[src/design/assert_macros.svh]
// Assertion macros for the box blur RTL.
`ifndef ASSERT_MACROS_SVH
`define ASSERT_MACROS_SVH
`ifndef NO_ASSERTIONS
// Property that must hold at every clock edge outside reset.
`define BBC_ASSERT(label, clk, rst, prop, msg) \
  label: assert property (@(posedge clk) disable iff (rst) (prop)) else $error(msg);
// Condition in one cycle that forces another in the next cycle.
`define BBC_ASSERT_NEXT(label, clk, rst, pre, post, msg) \
  label: assert property (@(posedge clk) disable iff (rst) (pre) |=> (post)) else $error(msg);
`else
`define BBC_ASSERT(label, clk, rst, prop, msg)
`define BBC_ASSERT_NEXT(label, clk, rst, pre, post, msg)
`endif
`endif

[src/design/bbc_pkg.sv]
// Shared types, constants and the reciprocal table of the box blur.
`timescale 1ns / 1ps
package bbc_pkg;

  localparam int MAX_COLS_DEF   = 1024;
  localparam int FRAME_WIDTH_W  = 11;
  localparam int FRAME_HEIGHT_W = 16;
  localparam int PIX_W          = 8;
  localparam int CFG_INDEX_W    = 2;
  localparam int SUM_W          = 12;
  localparam int RECIP_W        = 17;
  localparam int RECIP_SHIFT    = 16;

  localparam logic [FRAME_WIDTH_W-1:0]  WIDTH_RESET  = 11'd640;
  localparam logic [FRAME_HEIGHT_W-1:0] HEIGHT_RESET = 16'd480;

  localparam logic [CFG_INDEX_W-1:0] REG_WIDTH  = 2'd0;
  localparam logic [CFG_INDEX_W-1:0] REG_HEIGHT = 2'd1;

  localparam logic ACT_PIXEL = 1'b0;
  localparam logic ACT_FLUSH = 1'b1;

  // One window column, older row first.
  typedef struct packed {
    logic [PIX_W-1:0] top;
    logic [PIX_W-1:0] mid;
    logic [PIX_W-1:0] bot;
  } col_t;

  // Which neighbours of the centre pixel lie inside the frame.
  typedef struct packed {
    logic has_top;
    logic has_bottom;
    logic has_left;
    logic has_right;
  } edge_t;

  // ceil(2^16 / count); exact floor division for any sum below 2^15.
  function automatic logic [RECIP_W-1:0] recip(input logic [1:0] rows,
                                              input logic [1:0] cols);
    logic [3:0] cnt;
    cnt = 4'(rows) * 4'(cols);
    unique case (cnt)
      4'd2:    recip = 17'd32768;
      4'd3:    recip = 17'd21846;
      4'd4:    recip = 17'd16384;
      4'd6:    recip = 17'd10923;
      4'd9:    recip = 17'd7282;
      default: recip = 17'd65536;
    endcase
  endfunction

endpackage

[src/design/bbc_mean.sv]
// Neighbourhood sum and count, followed by a reciprocal multiply for the mean.
`timescale 1ns / 1ps
module bbc_mean (
  input  logic                        clk,
  input  logic                        load,
  input  bbc_pkg::col_t               left,
  input  bbc_pkg::col_t               centre,
  input  bbc_pkg::col_t               right,
  input  bbc_pkg::edge_t              edges,
  output logic [bbc_pkg::PIX_W-1:0]   mean
);

  localparam int ProdW = bbc_pkg::SUM_W + bbc_pkg::RECIP_W;

  logic [bbc_pkg::SUM_W-1:0]   sum;
  logic [1:0]                  rows;
  logic [1:0]                  cols;
  logic [bbc_pkg::SUM_W-1:0]   sum_q;
  logic [bbc_pkg::RECIP_W-1:0] recip_q;
  logic [ProdW-1:0]            prod;

  function automatic logic [bbc_pkg::SUM_W-1:0] col_sum(input bbc_pkg::col_t c,
                                                        input bbc_pkg::edge_t e);
    logic [bbc_pkg::SUM_W-1:0] s;
    s = bbc_pkg::SUM_W'(c.mid);
    if (e.has_top) s = s + bbc_pkg::SUM_W'(c.top);
    if (e.has_bottom) s = s + bbc_pkg::SUM_W'(c.bot);
    return s;
  endfunction

  always_comb begin
    sum = col_sum(centre, edges);
    if (edges.has_left) sum = sum + col_sum(left, edges);
    if (edges.has_right) sum = sum + col_sum(right, edges);
    rows = 2'd1 + 2'(edges.has_top) + 2'(edges.has_bottom);
    cols = 2'd1 + 2'(edges.has_left) + 2'(edges.has_right);
  end

  always_ff @(posedge clk) begin
    if (load) begin
      sum_q   <= sum;
      recip_q <= bbc_pkg::recip(rows, cols);
    end
  end

  assign prod = ProdW'(sum_q) * ProdW'(recip_q);
  assign mean = prod[bbc_pkg::RECIP_SHIFT +: bbc_pkg::PIX_W];

endmodule

[config.mk]
export PLATFORM = sky130hd
export DESIGN_NAME = bbc_mean
export DESIGN_NICKNAME = d
export VERILOG_FILES = /design/src/design/assert_macros.svh /design/src/design/bbc_pkg.sv /design/src/design/bbc_mean.sv
export SDC_FILE = /design/constraint.sdc
export NUM_CORES = 1
export LEC_CHECK = 0
export CAP_MARGIN = 20
export CELL_PAD_IN_SITES_DETAIL_PLACEMENT = 1
export CELL_PAD_IN_SITES_GLOBAL_PLACEMENT = 2
export CORE_UTILIZATION = 45
export CTS_CLUSTER_DIAMETER = 100
export DETAILED_ROUTE_END_ITERATION = 10
export DONT_BUFFER_PORTS = 1
export PLACE_DENSITY = 0.87
export SLEW_MARGIN = 20
export SYNTH_ARGS = -nofsm -noshare
export SYNTH_HDL_FRONTEND = slang
export SYNTH_SLANG_ARGS = --single-unit
[constraint.sdc]
create_clock -name clk -period 10.36 [get_ports clk]
set_input_delay 0.518 -clock clk [delete_from_list [all_inputs] [get_ports clk]]
set_output_delay 0.518 -clock clk [all_outputs]
set_load 0.05 [all_outputs]
==> run metrics, run 1 <==
status finished, final reports clean; Crit-path slowest cell xnor2_1; final hold viol count 0; Post-synth EDFFs 20; syn avg cell area 8.971 um2; Yosys cell types 68; die height 142.6 um; CTS Hold Bufs 0; FMAX 140.2 MHz; Post-CTS Setup Bufs 0; GP Congestion 0.9352; Mapped Nets 1319; CTS Buf Count 3; mux cell area share after synthesis 5.334%; Max Root-Sink Buffers 2; port bufs 0; Max FO, Critical Path 12; hold path startpoint load; setup TNS 0 ns; Required @ worst endpoint 9.84 ns; vias in the first global route 7436; overall global routing resource usage 23.49%; CTS Sinks 20; Critical Path Start Type flip-flop; initial DRC count 192; WL final 22.67 mm; ratio of cells with drive above 1 in the final layout 5.840%; CP peak stage delay 0.85 ns; row count 51; CTS tree done; register area 600.6 um2; total gr overflow 0; arrival time worst endpoint 6.62 ns; Die Width 142.6 um; Post-synth ARST share 0%; CP Cell Sequence and2_1, fa_1, fa_1, inv_1, fa_1, fa_1, inv_1, fa_1, ha_1, a21o_1, a21o_1, a221o_1, a211oi_1, o21ai_1, a31oi_1, o21bai_1, xnor2_1; DP Wirelength 20.54 mm; TritonRoute pass-1 iters 4; Seq cells post-synth 20; top cells by count, synth inv_1 (180), fa_1 (133), ha_1 (117); Synth Flop Type edfxtp_1; post-synthesis compound-gate area fraction 12.48%; Nets 1306; YS warnings 0; top-count cell post-synth inv_1; Core Region 19400 um2; Initial Utilization 45.83%; wire length per cell 18.26 um; Remaining DRCs 0; Worst-path clk slew 0.05 ns; initial antenna violation count 0; sequential-to-total area share from yosys stat 6.756%; adder-cell share of the synthesized area 46.54%; Synth top area share 29.95%; cell count after synthesis 991; footprint of the multi-input gates 7523 um2; Post-Syn Area 8890 um2; CP endpoint kind output pin; Crit path top cell by count fa_1; min Tclk post-route 7.135 ns; Yosys top cell by area fa_1; measured slew at the worst slew-check pin 1.088 ns; Hold WC Path Type in -> reg; Final Setup Violations 0; full die area 20320 um2; CP Capture Point mean[7]; total number of vias 6687; P&R area growth vs syn 3.645%; unrepaired setup endpoints after global routing false; antenna diode count 0; critical path startpoint recip_q[13]$_DFFE_PP_; simple-gate share of the synthesized area 14.65%; root buffer cell clkbuf_16; Final Cycle Share 68.87%; kind of critical path reg -> out; Max Cap Viol 0; pin count of the biggest net entering global routing 33; antenna-violating nets left 0; Slew HR 26.92%; first-pass GRT wire length 37.07 mm; largest family of logic cells by synthesized area adder cells; Max Slew Vio Count 0; H-tree levels 1; Fillers 2299; Synth Area in XOR/XNOR 5.616%; cts repair resizes 0; io pins 86; vias per std cell 5.388; top cells by area, synth fa_1 (30%), ha_1 (16%), inv_1 (7.6%)
[area by class of cell]
class | instances | area share [%]
clock buffer | 3 | 0.8148
inverter | 180 | 7.333
tap | 265 | 3.599
multi-input combinational | 772 | 81.65
timing repair buffer | 1 | 0.08148
sequential | 20 | 6.518
[worst max-delay path: cells and delay by family, from the launching register on]
kind	cells	cell delay, ns
simple gates	1	0.34
flops	1	0.55
buf+inv	2	0.12
xor+xnor	1	0.85
compound gates	7	1.69
fa+ha+maj	6	2.84
[routing by layer]
| metal | up-vias | routed length (um) | track usage (%) |
|---|---|---|---|
| li1 | 3226 | - | - |
| met1 | 3317 | 9546 | 27.85 |
| met2 | 113 | 12000 | 45.61 |
| met3 | 31 | 535 | 1.211 |
| met4 | 0 | 585 | 6.225 |
| met5 | - | 0 | 0 |
[sequential cells by signal (all words and copies together) (netlist names)]
register / count
recip_q: 8
sum_q: 12
[how the worst min path moves through the flow]
| stage | end | cells past startpoint | slack [ns] |
|---|---|---|---|
| after floorplan | recip_q[11]$_DFFE_PP_ | 0 | 0.63 |
| after global placement | sum_q[1]$_DFFE_PP_ | 0 | 0.63 |
| final | sum_q[1]$_DFFE_PP_ | 0 | 0.38 |
| after detailed placement | recip_q[12]$_DFFE_PP_ | 0 | 0.63 |
| after global routing | sum_q[1]$_DFFE_PP_ | 0 | 0.37 |
| after CTS | recip_q[12]$_DFFE_PP_ | 0 | 0.38 |
[cell usage in the layout, fill, tap and decap left out, types with 3 or more instances in the layout]
master / instances
and3_1: 5
o21bai_1: 7
nor2b_1: 8
a21oi_1: 48
xor2_1: 14
nand2_1: 58
nor4_1: 4
nand2b_1: 5
xnor2_1: 43
a21o_1: 26
a21boi_0: 5
o21a_1: 13
inv_1: 180
nor2_1: 54
o31ai_1: 6
mux2i_1: 5
edfxtp_1: 20
mux2_2: 35
nand3_1: 7
or3_1: 3
clkbuf_16: 3
nand4b_1: 3
and2_1: 67
fa_1: 133
ha_1: 117
o21ai_0: 32
nor3_1: 22
a211oi_1: 9
[kinds of logic after synthesis]
family          Yosys count
buf+inv                 199
compound gates          170
simple gates            252
mux                      42
fa+ha+maj               251
flops                    20
xor+xnor                 57
[per-stage QoR]
stage | std cells | setup WS, ns | cell area [um2] | util (%) | hold slack [ns]
finish | 1241 | 3.225 | 9214 | 47.50 | 0.3814
global placement | 1238 | 3.592 | 9139 | 47.11 | 0.6335
floorplan | 991 | 3.976 | 8890 | - | 0.6305
global route | 1241 | 2.961 | 9214 | 47.50 | 0.3729
CTS | 1241 | 3.219 | 9214 | 47.50 | 0.3774
detailed placement | 1238 | 3.507 | 9139 | 47.11 | 0.6328
Power of run 1 is left out: the tool's default activity adds up to more than one toggle a clock period on the data nets, which glitch-free logic cannot reach.
==> inputs of run 2 (changes only) <==
--- a/config.mk
+++ b/config.mk
@@ -8,11 +8,11 @@
 export CAP_MARGIN = 20
 export CELL_PAD_IN_SITES_DETAIL_PLACEMENT = 1
 export CELL_PAD_IN_SITES_GLOBAL_PLACEMENT = 2
-export CORE_UTILIZATION = 45
+export CORE_UTILIZATION = 42
 export CTS_CLUSTER_DIAMETER = 100
 export DETAILED_ROUTE_END_ITERATION = 10
 export DONT_BUFFER_PORTS = 1
-export PLACE_DENSITY = 0.87
+export PLACE_DENSITY = 0.82
 export SLEW_MARGIN = 20
 export SYNTH_ARGS = -nofsm -noshare
 export SYNTH_HDL_FRONTEND = slang
==> constraint.sdc (replaced) <==
create_clock -name clk -period 7.3 [get_ports clk]
set_input_delay 0.365 -clock clk [delete_from_list [all_inputs] [get_ports clk]]
set_output_delay 0.365 -clock clk [all_outputs]
set_load 0.05 [all_outputs]
==> run metrics, run 2 (synthesis gave the netlist of run 1 again) <==
Core Region 20490 um2; cts repair resizes 0; ratio of cells with drive above 1 in the final layout 6.415%; P&R area growth vs syn 4.476%; die height 147.5 um; H-tree levels 1; status finished, final reports clean; DP Wirelength 20.55 mm; CP top delay family adder cells; antenna-violating nets left 0; most common cell after layout, fill and taps aside inv_1; Max Cap Viol 0; antenna diode count 0; vias in the first global route 7372; Max FO, Critical Path 12; Regs by FF count sum_q x12, recip_q x8; full die area 21750 um2; Nets 1311; Crit path top cell by count fa_1; Remaining DRCs 0; final hold viol count 0; TritonRoute pass-1 iters 4; commonest non-fill, non-tap cells in the layout inv_1 (180), fa_1 (133), ha_1 (117); wire length per cell 18.22 um; Worst-path clk slew 0.06 ns; Final Setup Violations 0; CTS Sinks 20; first-pass GRT wire length 37.61 mm; Max Root-Sink Buffers 2; unrepaired setup endpoints after global routing false; Buf+Inv Stages, Crit Path 3; arrival time worst endpoint 6.25 ns; Final Cycle Share 90.68%; initial DRC count 241; Post-CTS Setup Bufs 0; GP Congestion 0.8872; io pins 86; Critical Path Start Type flip-flop; overall global routing resource usage 21.89%; root buffer cell clkbuf_16; CTS Buf Count 3; Max Slew Vio Count 0; FMAX 151.1 MHz; Initial Utilization 43.38%; vias per std cell 5.354; initial antenna violation count 0; WL final 22.81 mm; measured slew at the worst slew-check pin 0.8897 ns; setup TNS 0 ns; CTS Hold Bufs 0; Required @ worst endpoint 6.93 ns; min Tclk post-route 6.620 ns; port bufs 0; pin count of the biggest net entering global routing 33; CTS tree done; total gr overflow 0; row count 52; CP endpoint kind output pin; Top reg by flops sum_q; Slew HR 40.47%; number of flip-flops in the largest register 12; CP peak stage delay 0.54 ns; CP Cell Sequence and2_1, fa_1, fa_1, inv_1, fa_1, fa_1, inv_1, fa_1, ha_1, a21o_1, a21o_1, a221o_1, a211oi_1, o21ai_1, a31oi_1, o21bai_1, xnor2_1, buf_4; kind of critical path reg -> out; Hold WC Path Type in -> reg; Die Width 147.5 um; total number of vias 6703; Crit-path slowest cell edfxtp_1
## run 2: cell types whose count changed in the layout (fill, tap and decap cells not counted), sizes merged
cell | before | now
buf | 1 | 6
bufinv | 0 | 1
## run 2: through the flow
step / utilization [%] / instance area [um2] / hold WS, ns / setup WS (ns) / std cells
floorplan: - / 8890 / 0.4775 / 1.069 / 991
global placement: 44.80 / 9183 / 0.4808 / 1.097 / 1248
detailed placement: 44.80 / 9183 / 0.4805 / 0.9515 / 1248
CTS: 45.32 / 9288 / 0.2144 / 0.6453 / 1252
global route: 45.32 / 9288 / 0.2094 / 0.3569 / 1252
finish: 45.32 / 9288 / 0.2196 / 0.6800 / 1252
## run 2: path summary, 6_finish.rpt
check,startpoint,endpoint,slack [ns],depth (start not counted)
worst min-delay path,load,recip_q[16]$_DFFE_PP_,0.22,0
worst max-delay path,recip_q[13]$_DFFE_PP_,mean[7],0.68,18
## run 2: area by class of cell
cell class                      instances  area [um2]
Clock buffer                            3       75.07
Clock inverter                          1       30.03
Fill cell                            2428       11210
Inverter                              180       675.6
Multi-Input combinational cell        772        7523
Sequential cell                        20       600.6
Tap cell                              270       337.8
Timing Repair Buffer                    6       45.04
## run 2: routing by layer
metal  up-vias  track usage, %  routed length, um
met5         -               0                  0
met4         0           3.505                229
met3        14           1.420                436
met2        84           41.04              11800
met1      3353           27.88              10350
li1       3252               -                  -
Power of run 2 is left out for the same reason.
==> inputs of run 3 (changes only) <==
--- a/config.mk
+++ b/config.mk
@@ -8,6 +8,7 @@
 export CAP_MARGIN = 20
 export CELL_PAD_IN_SITES_DETAIL_PLACEMENT = 1
 export CELL_PAD_IN_SITES_GLOBAL_PLACEMENT = 2
+export CORE_ASPECT_RATIO = 1.5
 export CORE_UTILIZATION = 42
 export CTS_CLUSTER_DIAMETER = 100
 export DETAILED_ROUTE_END_ITERATION = 10
==> run metrics, run 3 (synthesis gave the netlist of run 1 again) <==
status finished, final reports clean; placed cells 1244; vias in the first global route 7597; hold path depth 0; Core Region 20580 um2; Die Width 120.8 um; most common cell after layout, fill and taps aside inv_1; hold path startpoint load; setup TNS 0 ns; measured slew at the worst slew-check pin 0.8907 ns; WL final 23.46 mm; Initial Utilization 43.20%; Nets 1313; CTS Hold Bufs 0; initial DRC count 146; die height 180.2 um; Final Cycle Share 89.65%; final hold viol count 0; Max Slew Vio Count 0; Max Root-Sink Buffers 2; full die area 21760 um2; FMAX 152.8 MHz; pin count of the biggest net entering global routing 33; CTS Buf Count 3; wire length per cell 18.79 um; P&R area growth vs syn 4.560%; ratio of cells with drive above 1 in the final layout 6.606%; number of flip-flops in the largest register 12; overall global routing resource usage 22.58%; vias per std cell 5.377; Final Setup Violations 0; CTS tree done; Max FO, Critical Path 12; Required @ worst endpoint 6.93 ns; initial antenna violation count 0; Post-CTS Setup Bufs 0; cts repair resizes 0; DP Wirelength 21.39 mm; final core occ 45.17%; Regs by FF count sum_q x12, recip_q x8; root buffer cell clkbuf_16; critical path startpoint recip_q[12]$_DFFE_PP_; arrival time worst endpoint 6.18 ns; total gr overflow 0; Critical Path Start Type flip-flop; fin cells 1248; total number of vias 6710; CP endpoint kind output pin; Max Cap Viol 0; GP Congestion 0.9057; Slew HR 40.40%; Fillers 2445; Remaining DRCs 0; Top reg by flops sum_q; first-pass GRT wire length 37.85 mm; unrepaired setup endpoints after global routing false; antenna-violating nets left 0; antenna diode count 0; row count 64; kind of critical path reg -> out; min Tclk post-route 6.544 ns; CTS Sinks 20; H-tree levels 1; Hold WC Path Type in -> reg; commonest non-fill, non-tap cells in the layout inv_1 (180), fa_1 (133), ha_1 (117); port bufs 0; Worst-path clk slew 0.06 ns; TritonRoute pass-1 iters 4; io pins 86
run 3: cell count changes in the layout (fill, tap and decap cells not counted):
cell and change:
buf_4 +2
run 3: path summary, 6_finish.rpt:
check	slack [ns]	to
max	0.76	mean[7]
min	0.22	sum_q[1]$_DFFE_PP_
run 3: worst max-delay path, stage by stage (launching register included):
cell and delay (ns):
edfxtp_1 0.57, and2_1 0.32, fa_1 0.57, inv_1 0.07
fa_1 0.58, fa_1 0.44, fa_1 0.49, inv_1 0.05
fa_1 0.44, ha_1 0.35, a21o_1 0.17, a21o_1 0.17
a221o_1 0.38, a211oi_1 0.32, o21ai_1 0.17, a31oi_1 0.32
o21bai_1 0.12, xnor2_1 0.17, buf_4 0.23
run 3: routing by layer:
metal / vias up / part of all wire, % / global-route usage, %
met3: 40 / 1.6 / 1.171
li1: 3238 / - / -
met5: - / 0 / 0
met4: 0 / 5.1 / 10.77
met2: 85 / 58 / 47.03
met1: 3347 / 35 / 21.57
run 3: through the flow:
step	worst slack (ns)	hold slack (ns)	instance area, um2
finish	0.7556	0.2231	9295
global route	0.4314	0.2117	9295
CTS	0.7529	0.2167	9295
detailed placement	1.053	0.4820	9190
global placement	1.163	0.4820	9190
floorplan	1.069	0.4775	8890
run 3: final cells by class:
cell class	instances	area, um2	area share [%]
Clock buffer	3	75.07	0.8076
Clock inverter	1	30.03	0.3231
Inverter	180	675.6	7.269
Multi-Input combinational cell	772	7523	80.94
Sequential cell	20	600.6	6.461
Tap cell	264	330.3	3.554
Timing Repair Buffer	8	60.06	0.6461
Power of run 3 is left out for the same reason.
